[config.mk]
export PLATFORM = sky130hd
export DESIGN_NAME = eth_ip_l4_header_parser_flat
export DESIGN_NICKNAME = d
export VERILOG_FILES = /design/src/eip_pkg.sv /design/src/eip_in_if.sv /design/src/eip_out_if.sv /design/src/eip_capture.sv /design/src/eip_eval.sv /design/src/eth_ip_l4_header_parser.sv /design/src/flat_wrapper.sv
export VERILOG_INCLUDE_DIRS = /design/src /design/src/src
export SDC_FILE = /design/constraint.sdc
export NUM_CORES = 1
export LEC_CHECK = 0
export BUFFER_PORTS_ARGS = -buffer_cell sky130_fd_sc_hd__buf_2
export CORE_MARGIN = 2
export CORE_UTILIZATION = 60
export DETAILED_ROUTE_END_ITERATION = 6
export PLACE_DENSITY = 0.76
export SLEW_MARGIN = 0
export SYNTH_ARGS = -nofsm -noshare
export SYNTH_HDL_FRONTEND = slang
export SYNTH_SLANG_ARGS = --single-unit
[constraint.sdc]
create_clock -name clk -period 7 [get_ports clk]
set_clock_uncertainty 0.15 [all_clocks]
set_input_delay 0.35 -clock clk [delete_from_list [all_inputs] [get_ports clk]]
set_output_delay 0.35 -clock clk [all_outputs]
set_load 0.01 [all_outputs]
[src/eth_ip_l4_header_parser_assert.svh]
// Assertion macros for the file that carries concurrent checks.
`ifndef ETH_IP_L4_HEADER_PARSER_ASSERT_SVH
`define ETH_IP_L4_HEADER_PARSER_ASSERT_SVH

`ifndef SYNTH
`define EIP_ASSERT(label, prop, msg) \
  label: assert property (@(posedge clk) disable iff (!rst_n) prop) \
    else $error(msg);
`define EIP_ASSERT_ALWAYS(label, prop, msg) \
  label: assert property (@(posedge clk) prop) \
    else $error(msg);
`else
`define EIP_ASSERT(label, prop, msg)
`define EIP_ASSERT_ALWAYS(label, prop, msg)
`endif

`endif

[src/eip_pkg.sv]
package eip_pkg;

  localparam int MAX_FRAME_BYTES = 65535;
  localparam int MAX_TAGS        = 2;

  localparam int BYTE_W    = 8;
  localparam int CNT_W     = 17;
  localparam int LEN_W     = 16;
  localparam int PORT_W    = 16;
  localparam int PROTO_W   = 8;
  localparam int STATUS_W  = 2;
  localparam int FRAG_W    = 14;
  localparam int TCP_OFF_W = 4;
  localparam int IHL_W     = 6;

  localparam int ETH_HDR_BYTES = 14;
  localparam int TAG_BYTES     = 4;
  localparam int IPV4_MIN_HDR  = 20;
  localparam int IPV6_HDR      = 40;
  localparam int IP_HDR_MAX    = 60;
  localparam int UDP_HDR       = 8;
  localparam int TCP_MIN_HDR   = 20;

  localparam int L3_MAX = ETH_HDR_BYTES + TAG_BYTES * MAX_TAGS;
  localparam int L3_W   = $clog2(L3_MAX + 1);
  localparam int L4_W   = $clog2(L3_MAX + IP_HDR_MAX + 1);
  localparam int TAG_W  = $clog2(MAX_TAGS + 1);

  localparam logic [CNT_W-1:0] COUNT_MAX = '1;

  localparam logic [15:0] ET_CTAG = 16'h8100;
  localparam logic [15:0] ET_STAG = 16'h88a8;
  localparam logic [15:0] ET_IPV4 = 16'h0800;
  localparam logic [15:0] ET_IPV6 = 16'h86dd;

  localparam logic [3:0] IP_VER4 = 4'd4;
  localparam logic [3:0] IP_VER6 = 4'd6;

  localparam logic [PROTO_W-1:0] PROTO_TCP = 8'd6;
  localparam logic [PROTO_W-1:0] PROTO_UDP = 8'd17;

  // Byte offsets of captured fields within their headers.
  localparam int V4_OFF_TOTAL = 2;
  localparam int V4_OFF_FRAG  = 6;
  localparam int V4_OFF_PROTO = 9;
  localparam int V6_OFF_PLEN  = 4;
  localparam int V6_OFF_NEXT  = 6;
  localparam int L4_OFF_PORT  = 2;
  localparam int L4_OFF_LEN   = 4;
  localparam int L4_OFF_TCPDO = 12;

  typedef enum logic [1:0] {
    DEC_NONE        = 2'd0,
    DEC_MALFORMED   = 2'd2,
    DEC_UNSUPPORTED = 2'd3
  } dec_t;

  typedef enum logic [STATUS_W-1:0] {
    ST_PARSED      = 2'd0,
    ST_MALFORMED   = 2'd1,
    ST_UNSUPPORTED = 2'd2
  } status_t;

  typedef struct packed {
    logic [CNT_W-1:0]     len;
    logic [L3_W-1:0]      l3_start;
    dec_t                 decided;
    logic                 is_v4;
    logic                 is_v6;
    logic [IHL_W-1:0]     ip_header_len;
    logic [LEN_W-1:0]     ip_total_len;
    logic                 frag_nz;
    logic [PROTO_W-1:0]   protocol;
    logic [LEN_W-1:0]     udp_len;
    logic [TCP_OFF_W-1:0] tcp_offset;
    logic [PORT_W-1:0]    port;
  } eip_snap_t;

endpackage

[src/eip_in_if.sv]
interface eip_in_if import eip_pkg::*; ();
  logic              valid;
  logic              ready;
  logic [BYTE_W-1:0] frame_byte;
  logic              last_byte;

  modport source (output valid, output frame_byte, output last_byte, input ready);
  modport sink (input valid, input frame_byte, input last_byte, output ready);
endinterface

[src/eip_out_if.sv]
interface eip_out_if import eip_pkg::*; ();
  logic                valid;
  logic                ready;
  logic [STATUS_W-1:0] status;
  logic [PROTO_W-1:0]  l4_protocol;
  logic [PORT_W-1:0]   dest_port;
  logic [LEN_W-1:0]    payload_offset;
  logic [LEN_W-1:0]    payload_length;

  modport source (output valid, output status, output l4_protocol, output dest_port,
                  output payload_offset, output payload_length, input ready);
  modport sink (input valid, input status, input l4_protocol, input dest_port,
                input payload_offset, input payload_length, output ready);
endinterface

[src/eip_capture.sv]
module eip_capture import eip_pkg::*; (
  input  logic      clk,
  input  logic      rst_n,
  eip_in_if.sink    in_ch,
  input  logic      out_full,
  input  logic      snap_take,
  output logic      snap_v,
  output eip_snap_t snap
);

  logic [CNT_W-1:0]     cnt_r, cnt_nxt;
  logic [15:0]          et_r, et_nxt;
  logic [TAG_W-1:0]     tag_r, tag_nxt;
  logic [L3_W-1:0]      l3_r, l3_nxt;
  logic [IHL_W-1:0]     ihl_r, ihl_nxt;
  logic [LEN_W-1:0]     total_r, total_nxt;
  logic [FRAG_W-1:0]    frag_r, frag_nxt;
  logic [PROTO_W-1:0]   proto_r, proto_nxt;
  logic [L4_W-1:0]      l4_r, l4_nxt;
  logic [LEN_W-1:0]     udp_r, udp_nxt;
  logic [TCP_OFF_W-1:0] tcp_r, tcp_nxt;
  logic [PORT_W-1:0]    port_r, port_nxt;
  dec_t                 dec_r, dec_nxt;

  logic                 snap_v_r, snap_v_nxt;
  eip_snap_t            snap_r, snap_nxt;

  logic                 accept;
  logic [CNT_W-1:0]     pos;
  logic [CNT_W-1:0]     l3_pos;
  logic [CNT_W-1:0]     l4_pos;
  logic [15:0]          et_shift;
  logic [BYTE_W-1:0]    b;

  assign in_ch.ready = !(snap_v_r && out_full);
  assign accept      = in_ch.valid && in_ch.ready;
  assign b           = in_ch.frame_byte;
  assign pos         = cnt_r;
  assign l3_pos      = CNT_W'(l3_r);
  assign l4_pos      = CNT_W'(l4_r);
  assign et_shift    = {et_r[7:0], b};

  always_comb begin
    cnt_nxt   = (cnt_r != COUNT_MAX) ? cnt_r + CNT_W'(1) : cnt_r;
    et_nxt    = et_r;
    tag_nxt   = tag_r;
    l3_nxt    = l3_r;
    ihl_nxt   = ihl_r;
    total_nxt = total_r;
    frag_nxt  = frag_r;
    proto_nxt = proto_r;
    l4_nxt    = l4_r;
    udp_nxt   = udp_r;
    tcp_nxt   = tcp_r;
    port_nxt  = port_r;
    dec_nxt   = dec_r;
    if (dec_r == DEC_NONE) begin
      if (pos == l3_pos - CNT_W'(2)) begin
        et_nxt = et_shift;
      end else if (pos == l3_pos - CNT_W'(1)) begin
        et_nxt = et_shift;
        if (et_shift == ET_CTAG || et_shift == ET_STAG) begin
          if (int'(tag_r) >= MAX_TAGS) begin
            dec_nxt = DEC_UNSUPPORTED;
          end else begin
            tag_nxt = tag_r + TAG_W'(1);
            l3_nxt  = l3_r + L3_W'(TAG_BYTES);
          end
        end else if (et_shift == ET_IPV6) begin
          l4_nxt = L4_W'(l3_r) + L4_W'(IPV6_HDR);
        end else if (et_shift != ET_IPV4) begin
          dec_nxt = DEC_UNSUPPORTED;
        end
      end else if (pos >= l3_pos) begin
        if (et_r == ET_IPV4) begin
          if (pos == l3_pos) begin
            if (b[7:4] != IP_VER4) begin
              dec_nxt = DEC_MALFORMED;
            end
            ihl_nxt = {b[3:0], 2'b00};
            l4_nxt  = L4_W'(l3_r) + L4_W'({b[3:0], 2'b00});
          end else if (pos == l3_pos + CNT_W'(V4_OFF_TOTAL) ||
                       pos == l3_pos + CNT_W'(V4_OFF_TOTAL + 1)) begin
            total_nxt = {total_r[7:0], b};
          end else if (pos == l3_pos + CNT_W'(V4_OFF_FRAG) ||
                       pos == l3_pos + CNT_W'(V4_OFF_FRAG + 1)) begin
            frag_nxt = {frag_r[FRAG_W-BYTE_W-1:0], b};
          end else if (pos == l3_pos + CNT_W'(V4_OFF_PROTO)) begin
            proto_nxt = b;
          end
        end else if (et_r == ET_IPV6) begin
          if (pos == l3_pos) begin
            if (b[7:4] != IP_VER6) begin
              dec_nxt = DEC_MALFORMED;
            end
          end else if (pos == l3_pos + CNT_W'(V6_OFF_PLEN) ||
                       pos == l3_pos + CNT_W'(V6_OFF_PLEN + 1)) begin
            total_nxt = {total_r[7:0], b};
          end else if (pos == l3_pos + CNT_W'(V6_OFF_NEXT)) begin
            proto_nxt = b;
          end
        end
      end
      if (dec_nxt == DEC_NONE && l4_r != '0 && pos >= l4_pos) begin
        if (pos == l4_pos + CNT_W'(L4_OFF_PORT) ||
            pos == l4_pos + CNT_W'(L4_OFF_PORT + 1)) begin
          port_nxt = {port_r[7:0], b};
        end else if (pos == l4_pos + CNT_W'(L4_OFF_LEN) ||
                     pos == l4_pos + CNT_W'(L4_OFF_LEN + 1)) begin
          udp_nxt = {udp_r[7:0], b};
        end else if (pos == l4_pos + CNT_W'(L4_OFF_TCPDO)) begin
          tcp_nxt = b[7:4];
        end
      end
    end
  end

  always_comb begin
    snap_nxt.len           = cnt_nxt;
    snap_nxt.l3_start      = l3_nxt;
    snap_nxt.decided       = dec_nxt;
    snap_nxt.is_v4         = (et_nxt == ET_IPV4);
    snap_nxt.is_v6         = (et_nxt == ET_IPV6);
    snap_nxt.ip_header_len = ihl_nxt;
    snap_nxt.ip_total_len  = total_nxt;
    snap_nxt.frag_nz       = |frag_nxt;
    snap_nxt.protocol      = proto_nxt;
    snap_nxt.udp_len       = udp_nxt;
    snap_nxt.tcp_offset    = tcp_nxt;
    snap_nxt.port          = port_nxt;
    snap_v_nxt             = snap_v_r;
    if (snap_take) begin
      snap_v_nxt = 1'b0;
    end
    if (accept && in_ch.last_byte) begin
      snap_v_nxt = 1'b1;
    end
  end

  always_ff @(posedge clk) begin
    if (!rst_n || (accept && in_ch.last_byte)) begin
      cnt_r   <= '0;
      et_r    <= '0;
      tag_r   <= '0;
      l3_r    <= L3_W'(ETH_HDR_BYTES);
      ihl_r   <= '0;
      total_r <= '0;
      frag_r  <= '0;
      proto_r <= '0;
      l4_r    <= '0;
      udp_r   <= '0;
      tcp_r   <= '0;
      port_r  <= '0;
      dec_r   <= DEC_NONE;
    end else if (accept) begin
      cnt_r   <= cnt_nxt;
      et_r    <= et_nxt;
      tag_r   <= tag_nxt;
      l3_r    <= l3_nxt;
      ihl_r   <= ihl_nxt;
      total_r <= total_nxt;
      frag_r  <= frag_nxt;
      proto_r <= proto_nxt;
      l4_r    <= l4_nxt;
      udp_r   <= udp_nxt;
      tcp_r   <= tcp_nxt;
      port_r  <= port_nxt;
      dec_r   <= dec_nxt;
    end
  end

  always_ff @(posedge clk) begin
    if (!rst_n) begin
      snap_v_r <= 1'b0;
    end else begin
      snap_v_r <= snap_v_nxt;
    end
  end

  always_ff @(posedge clk) begin
    if (accept && in_ch.last_byte) begin
      snap_r <= snap_nxt;
    end
  end

  assign snap_v = snap_v_r;
  assign snap   = snap_r;

endmodule

[src/eip_eval.sv]
module eip_eval import eip_pkg::*; (
  input  logic      clk,
  input  logic      rst_n,
  input  logic      snap_v,
  input  eip_snap_t snap,
  output logic      snap_take,
  output logic      out_full,
  eip_out_if.source out_ch
);

  logic               out_v_r, out_v_nxt;
  status_t            st_r, st_nxt;
  logic [PROTO_W-1:0] proto_r, proto_nxt;
  logic [PORT_W-1:0]  port_r, port_nxt;
  logic [LEN_W-1:0]   poff_r, poff_nxt;
  logic [LEN_W-1:0]   plen_r, plen_nxt;

  logic [CNT_W-1:0]   off;
  logic [CNT_W-1:0]   room;
  logic [LEN_W-1:0]   span;
  logic [L4_W-1:0]    l4;
  logic [IHL_W-1:0]   tcp_hlen;
  logic [IHL_W-1:0]   l4_hdr;
  status_t            l4_st;
  status_t            st;

  assign off      = CNT_W'(snap.l3_start);
  assign room     = snap.len - off;
  assign span     = snap.is_v4 ? snap.ip_total_len - LEN_W'(snap.ip_header_len)
                               : snap.ip_total_len;
  assign l4       = snap.is_v4 ? L4_W'(snap.l3_start) + L4_W'(snap.ip_header_len)
                               : L4_W'(snap.l3_start) + L4_W'(IPV6_HDR);
  assign tcp_hlen = {snap.tcp_offset, 2'b00};
  assign l4_hdr   = (snap.protocol == PROTO_UDP) ? IHL_W'(UDP_HDR) : tcp_hlen;

  always_comb begin
    if (snap.protocol == PROTO_UDP) begin
      if (span < LEN_W'(UDP_HDR) || snap.udp_len < LEN_W'(UDP_HDR) ||
          snap.udp_len != span) begin
        l4_st = ST_MALFORMED;
      end else begin
        l4_st = ST_PARSED;
      end
    end else if (snap.protocol == PROTO_TCP) begin
      if (span < LEN_W'(TCP_MIN_HDR) || tcp_hlen < IHL_W'(TCP_MIN_HDR) ||
          LEN_W'(tcp_hlen) > span) begin
        l4_st = ST_MALFORMED;
      end else begin
        l4_st = ST_PARSED;
      end
    end else begin
      l4_st = ST_UNSUPPORTED;
    end
  end

  always_comb begin
    if (snap.len < CNT_W'(ETH_HDR_BYTES) || snap.len > CNT_W'(MAX_FRAME_BYTES)) begin
      st = ST_MALFORMED;
    end else if (snap.len < off) begin
      st = ST_MALFORMED;
    end else if (snap.decided != DEC_NONE) begin
      case (snap.decided)
        DEC_MALFORMED:   st = ST_MALFORMED;
        DEC_UNSUPPORTED: st = ST_UNSUPPORTED;
        default:         st = ST_MALFORMED;
      endcase
    end else if (snap.is_v4) begin
      if (room < CNT_W'(IPV4_MIN_HDR)) begin
        st = ST_MALFORMED;
      end else if (snap.ip_header_len < IHL_W'(IPV4_MIN_HDR) ||
                   snap.ip_total_len < LEN_W'(snap.ip_header_len) ||
                   CNT_W'(snap.ip_total_len) > room) begin
        st = ST_MALFORMED;
      end else if (snap.frag_nz) begin
        st = ST_UNSUPPORTED;
      end else begin
        st = l4_st;
      end
    end else if (snap.is_v6) begin
      if (room < CNT_W'(IPV6_HDR)) begin
        st = ST_MALFORMED;
      end else if (snap.ip_total_len == '0) begin
        st = ST_UNSUPPORTED;
      end else if (CNT_W'(snap.ip_total_len) > room - CNT_W'(IPV6_HDR)) begin
        st = ST_MALFORMED;
      end else begin
        st = l4_st;
      end
    end else begin
      st = ST_UNSUPPORTED;
    end
  end

  assign snap_take = snap_v && (!out_v_r || out_ch.ready);
  assign out_full  = out_v_r && !out_ch.ready;

  always_comb begin
    out_v_nxt = out_v_r;
    st_nxt    = st_r;
    proto_nxt = proto_r;
    port_nxt  = port_r;
    poff_nxt  = poff_r;
    plen_nxt  = plen_r;
    if (snap_take) begin
      out_v_nxt = 1'b1;
      st_nxt    = st;
      if (st == ST_PARSED) begin
        proto_nxt = snap.protocol;
        port_nxt  = snap.port;
        poff_nxt  = LEN_W'(l4) + LEN_W'(l4_hdr);
        plen_nxt  = span - LEN_W'(l4_hdr);
      end else begin
        proto_nxt = '0;
        port_nxt  = '0;
        poff_nxt  = '0;
        plen_nxt  = '0;
      end
    end else if (out_ch.ready) begin
      out_v_nxt = 1'b0;
    end
  end

  always_ff @(posedge clk) begin
    if (!rst_n) begin
      out_v_r <= 1'b0;
    end else begin
      out_v_r <= out_v_nxt;
    end
  end

  always_ff @(posedge clk) begin
    st_r    <= st_nxt;
    proto_r <= proto_nxt;
    port_r  <= port_nxt;
    poff_r  <= poff_nxt;
    plen_r  <= plen_nxt;
  end

  assign out_ch.valid          = out_v_r;
  assign out_ch.status         = st_r;
  assign out_ch.l4_protocol    = proto_r;
  assign out_ch.dest_port      = port_r;
  assign out_ch.payload_offset = poff_r;
  assign out_ch.payload_length = plen_r;

endmodule

[src/eth_ip_l4_header_parser.sv]
// Throughput: one frame byte per cycle; the input stalls only while a result waits
// in the output register and a second finished frame waits in the holding stage.
// Results: a frame's fields enter the holding stage at the edge that accepts its last
// byte, and its checked result is registered in the output register when that is free.
// Reset: rst_n low at a clock edge clears the frame state and both valid flags.
`include "eth_ip_l4_header_parser_assert.svh"

module eth_ip_l4_header_parser import eip_pkg::*; (
  input  logic      clk,
  input  logic      rst_n,
  eip_in_if.sink    in_ch,
  eip_out_if.source out_ch
);

  logic      snap_v;
  logic      snap_take;
  logic      out_full;
  eip_snap_t snap;
  logic      out_parsed;
  logic      proto_known;
  logic      fields_zero;

  eip_capture u_capture (
    .clk       (clk),
    .rst_n     (rst_n),
    .in_ch     (in_ch),
    .out_full  (out_full),
    .snap_take (snap_take),
    .snap_v    (snap_v),
    .snap      (snap)
  );

  eip_eval u_eval (
    .clk       (clk),
    .rst_n     (rst_n),
    .snap_v    (snap_v),
    .snap      (snap),
    .snap_take (snap_take),
    .out_full  (out_full),
    .out_ch    (out_ch)
  );

  assign out_parsed  = (out_ch.status == ST_PARSED);
  assign proto_known = (out_ch.l4_protocol == PROTO_TCP) ||
                       (out_ch.l4_protocol == PROTO_UDP);
  assign fields_zero = (out_ch.dest_port == '0) && (out_ch.payload_offset == '0) &&
                       (out_ch.payload_length == '0) && (out_ch.l4_protocol == '0);

  `EIP_ASSERT_ALWAYS(a_out_from_snap, $rose(out_ch.valid) |-> $past(snap_v), "no frame")
  `EIP_ASSERT(a_snap_held, snap_v && !snap_take |=> snap_v, "held frame lost")
  `EIP_ASSERT(a_parsed_proto, out_ch.valid && out_parsed |-> proto_known, "bad protocol")
  `EIP_ASSERT(a_unparsed_zero, out_ch.valid && !out_parsed |-> fields_zero, "fields not cleared")

endmodule

[src/flat_wrapper.sv]
// flat-port wrapper written by rule: the top's interface ports become plain ports
module eth_ip_l4_header_parser_flat import eip_pkg::*;
  (clk, rst_n, in_ch_valid, in_ch_frame_byte, in_ch_last_byte, in_ch_ready, out_ch_valid, out_ch_status, out_ch_l4_protocol, out_ch_dest_port, out_ch_payload_offset, out_ch_payload_length, out_ch_ready);
  eip_in_if in_ch_i ();
  eip_out_if out_ch_i ();
  input  logic clk;
  input  logic rst_n;
  input wire logic [$bits(in_ch_i.valid)-1:0] in_ch_valid;
  input wire logic [$bits(in_ch_i.frame_byte)-1:0] in_ch_frame_byte;
  input wire logic [$bits(in_ch_i.last_byte)-1:0] in_ch_last_byte;
  output wire logic [$bits(in_ch_i.ready)-1:0] in_ch_ready;
  output wire logic [$bits(out_ch_i.valid)-1:0] out_ch_valid;
  output wire logic [$bits(out_ch_i.status)-1:0] out_ch_status;
  output wire logic [$bits(out_ch_i.l4_protocol)-1:0] out_ch_l4_protocol;
  output wire logic [$bits(out_ch_i.dest_port)-1:0] out_ch_dest_port;
  output wire logic [$bits(out_ch_i.payload_offset)-1:0] out_ch_payload_offset;
  output wire logic [$bits(out_ch_i.payload_length)-1:0] out_ch_payload_length;
  input wire logic [$bits(out_ch_i.ready)-1:0] out_ch_ready;
  assign in_ch_i.valid = in_ch_valid;
  assign in_ch_i.frame_byte = in_ch_frame_byte;
  assign in_ch_i.last_byte = in_ch_last_byte;
  assign in_ch_ready = in_ch_i.ready;
  assign out_ch_valid = out_ch_i.valid;
  assign out_ch_status = out_ch_i.status;
  assign out_ch_l4_protocol = out_ch_i.l4_protocol;
  assign out_ch_dest_port = out_ch_i.dest_port;
  assign out_ch_payload_offset = out_ch_i.payload_offset;
  assign out_ch_payload_length = out_ch_i.payload_length;
  assign out_ch_i.ready = out_ch_ready;
  eth_ip_l4_header_parser u_core (.clk(clk), .rst_n(rst_n), .in_ch(in_ch_i), .out_ch(out_ch_i));
endmodule
==> flow_metrics.env <==
export IMPL_outcome="finished clean"
export IMPL_synthMostInstantiatedCell="nor2_1"
export IMPL_hp_class="in2reg"
export IMPL_arrival_ns=6.50
export IMPL_fill_cells=2103
export IMPL_root_buffer="clkbuf_16"
export IMPL_clock_latency_ns=0.57
export IMPL_grt_start_max_net_pins=81
export IMPL_path_max_fanout=45
export IMPL_vias=12755
export IMPL_cts_sinks=269
export IMPL_drc=0
export IMPL_min_delay_start="in_ch_frame_byte[6]"
export IMPL_path_clk_slew_ns=0.06
export IMPL_setup_viol=0
export IMPL_relSlewSlack=0.326
export IMPL_grt_use_total=0.276
export IMPL_cts_tree="built"
export IMPL_syn_inst=1684
export IMPL_multiInputGateArea_sq_um=8970
export IMPL_async_flop_share=0
export IMPL_synthTopCellsByCount="175 x nor2_1, 147 x nand2_1, 141 x edfxtp_1"
export IMPL_yosys_area_top_type="edfxtp_1"
export IMPL_cap_violations=0
export IMPL_core_sq_um=27000
export IMPL_peakVddDrop_uv=253
export IMPL_portBuffers=64
export IMPL_fin_tns_setup_ns=0
export IMPL_worst_slew_pin_slew_ns=1.00
export IMPL_wire_per_inst_um=19.2
export IMPL_finalCritPeriodShare=0.914
export IMPL_grt_pass1_wl_um=64100
export IMPL_placed_area_sq_um=16800
export IMPL_drive_gt1_frac=0.153
export IMPL_synth_top_area_frac=0.258
export IMPL_cp_startpoint="u_core.u_capture.snap[75]"
export IMPL_overflow=0
export IMPL_hold_violations=0
export IMPL_design_area_sq_um=17700
export IMPL_synth_area_per_cell_sq_um=9.75
export IMPL_clk_path_buf_depth=3
export IMPL_postSynthRegisterBits=269
export IMPL_critPathKind="reg2reg"
export IMPL_io_pins=73
export IMPL_die_area_sq_um=28700
export IMPL_ys_types=96
export IMPL_synth_edff_count=141
export IMPL_rows=60
export IMPL_final_cells=2059
export IMPL_rsz0062_at_grt="false"
export IMPL_startpoint_type="flip-flop"
export IMPL_ff_latch_area_sq_um=6800
export IMPL_drt_antenna_violating_nets=0
export IMPL_r2r_start="u_core.u_capture.snap[75]"
export IMPL_cp_end_kind="flip-flop"
export IMPL_drt_pre_antenna_iters=6
export IMPL_slew_violations=0
export IMPL_fin_crit_ns=6.40
export IMPL_final_util=0.658
export IMPL_gp_congestion=0.914
export IMPL_ctsHtreeMaxLevel=1
export IMPL_hpwl_um=27700
export IMPL_cts_buffers=28
export IMPL_antenna_found_initial=0
export IMPL_wirelength_um=39600
export IMPL_initial_core_util=0.609
export IMPL_yosysWarningCount=0
export IMPL_die_x_um=169
export IMPL_leakage_uw=0.00666
export IMPL_pwr_density_cell_nw_per_um2=199
export IMPL_crit_required_ns=7.10
export IMPL_synth_area_top_cells="edfxtp_1 26%, dfxtp_1 16%, ha_1 5.7%"
export IMPL_die_y_um=169
export IMPL_yosysSeqAreaShare=0.414
export IMPL_area_delta_synth_final_pct=8.00
export IMPL_drt_iter0_drc=1096
export IMPL_dp_cells=2004
export IMPL_fmax_mhz=156
export IMPL_final_nets=1790
export IMPL_grt_pass1_vias=12199
export IMPL_netlist_area_sq_um=16400
export IMPL_antennaDiodeCount=0
export IMPL_synth_flop_cell="edfxtp_1"
export IMPL_vias_per_cell=6.19
==> metal layers <==
| metal | track usage | part of all wire |
|---|---|---|
| met5 | 0 | 0 |
| met4 | 0.0725 | 0.023 |
| met3 | 0.0296 | 0.054 |
| met2 | 0.453 | 0.46 |
| met1 | 0.391 | 0.46 |
==> metrics by stage <==
| stage | worst slack (ns) | power (uW) | hold slack [ns] |
|---|---|---|---|
| after floorplan | 1.45 | 2070 | 0.271 |
| after global placement | 0.884 | 2160 | 0.283 |
| after detailed placement | 0.596 | 2170 | 0.291 |
| after CTS | 0.561 | 3540 | 0.0240 |
| after global routing | 0.0834 | 3650 | 0.0467 |
| final | 0.604 | 3530 | 0.0349 |
==> where the power goes <==
part	internal, uW	switching [uW]	total [uW]
sequential	1700	42.7	1750
clock	763	614	1380
combinational	150	253	403
total	2620	910	3530
==> final cells by class <==
cell class	instances	share of cell area
clock buffer	37	0.0425
clock inverter	15	0.00585
inverter	59	0.0126
multi-input combinational	1256	0.506
sequential	269	0.383
tap	341	0.0241
timing repair buffer	82	0.0263
==> timing repair <==
item	in CTS	in global routing
gates resized for setup	0	1
setup endpoints to repair	0	35
hold endpoints to repair	2	0
buffers inserted	0	0
hold buffers	3	0
==> cells by family (layout without fill, tap and decap cells) <==
family	after synthesis	in the layout	synth area share
flops	269	269	0.414
buf+inv	170	193	0.0466
compound gates	283	283	0.126
mux	107	107	0.0726
xor+xnor	106	106	0.0582
other cells	1	12	0.000228
fa+ha+maj	82	82	0.0651
simple gates	666	666	0.217
==> state kept, by name (all words and copies together), names as in the netlist <==
| name | flops |
|---|---|
| u_core.u_capture.snap | 91 |
| u_core.u_capture.cnt_r | 17 |
| u_core.u_capture.et_r | 16 |
| u_core.u_capture.port_r | 16 |
| u_core.u_capture.total_r | 16 |
| u_core.u_capture.udp_r | 16 |
| u_core.u_eval.out_ch.dest_port | 16 |
| u_core.u_eval.out_ch.payload_length | 16 |
| u_core.u_capture.frag_r | 14 |
| u_core.u_capture.proto_r | 8 |
| u_core.u_eval.out_ch.l4_protocol | 8 |
| u_core.u_eval.out_ch.payload_offset | 8 |
| u_core.u_capture.ihl_r | 6 |
| u_core.u_capture.l4_r | 6 |
| u_core.u_capture.tcp_r | 4 |
| u_core.u_capture.l3_r | 3 |
| u_core.u_capture.dec_r | 2 |
| u_core.u_capture.tag_r | 2 |
| u_core.u_eval.out_ch.status | 2 |
| u_core.u_capture.snap_v | 1 |
| u_core.u_eval.out_ch.valid | 1 |
==> worst paths after layout <==
kind,to,slack [ns],depth (start not counted)
worst min-delay path,u_core.u_capture.et_r[6],0.03,3
worst max register to register,u_core.u_eval.out_ch.l4_protocol[1],0.60,24
worst max-delay path,u_core.u_eval.out_ch.l4_protocol[1],0.60,24
worst min register to register,u_core.u_capture.et_r[8],0.30,2
==> critical path, cell delays in order, from the launching register on <==
cell	delay (ns)
edfxtp_1	0.40
inv_1	0.06
ha_1	0.44
o21ai_0	0.22
nor2_1	0.49
nor2_1	0.17
inv_1	0.12
ha_1	0.21
nor2b_1	0.07
o21ai_0	0.14
o211ai_1	0.13
and4b_1	0.37
nand3_1	0.12
xnor2_1	0.16
ha_1	0.27
nand2_1	0.06
or3_1	0.40
nor4_1	0.30
a211o_1	0.20
nor4_1	0.07
mux2_2	0.30
o311ai_2	0.40
a21boi_4	0.25
buf_6	0.42
nor4_1	0.11
==> cells in the final DEF, fill, tap and decap left out, types with 13 or more instances in the layout <==
cell type  synthesis  routed
buf_4             10      14
nand4_1           19      19
xnor2_1           63      63
or3_1             16      16
o211a_1           13      13
nor2_1           175     174
clkbuf_16          0      28
nor3_1            58      58
o21a_1            34      34
nand2_1          147     145
mux2i_1           40      40
a21oi_1           56      56
and2_1            16      15
nand3_1           63      63
xor2_1            41      41
edfxtp_1         141     141
ha_1              75      75
nand2b_1          19      19
a21o_1            20      20
buf_2             14      64
inv_1             59      58
o21ai_0           46      46
nor4_2            40      41
o211ai_1          15      15
nor4_1            31      30
mux2_2            57      57
dfxtp_1          128     128
and3_1            16      16
nor2b_1           14      13
Note: power is estimated with default switching activity, not from simulation.
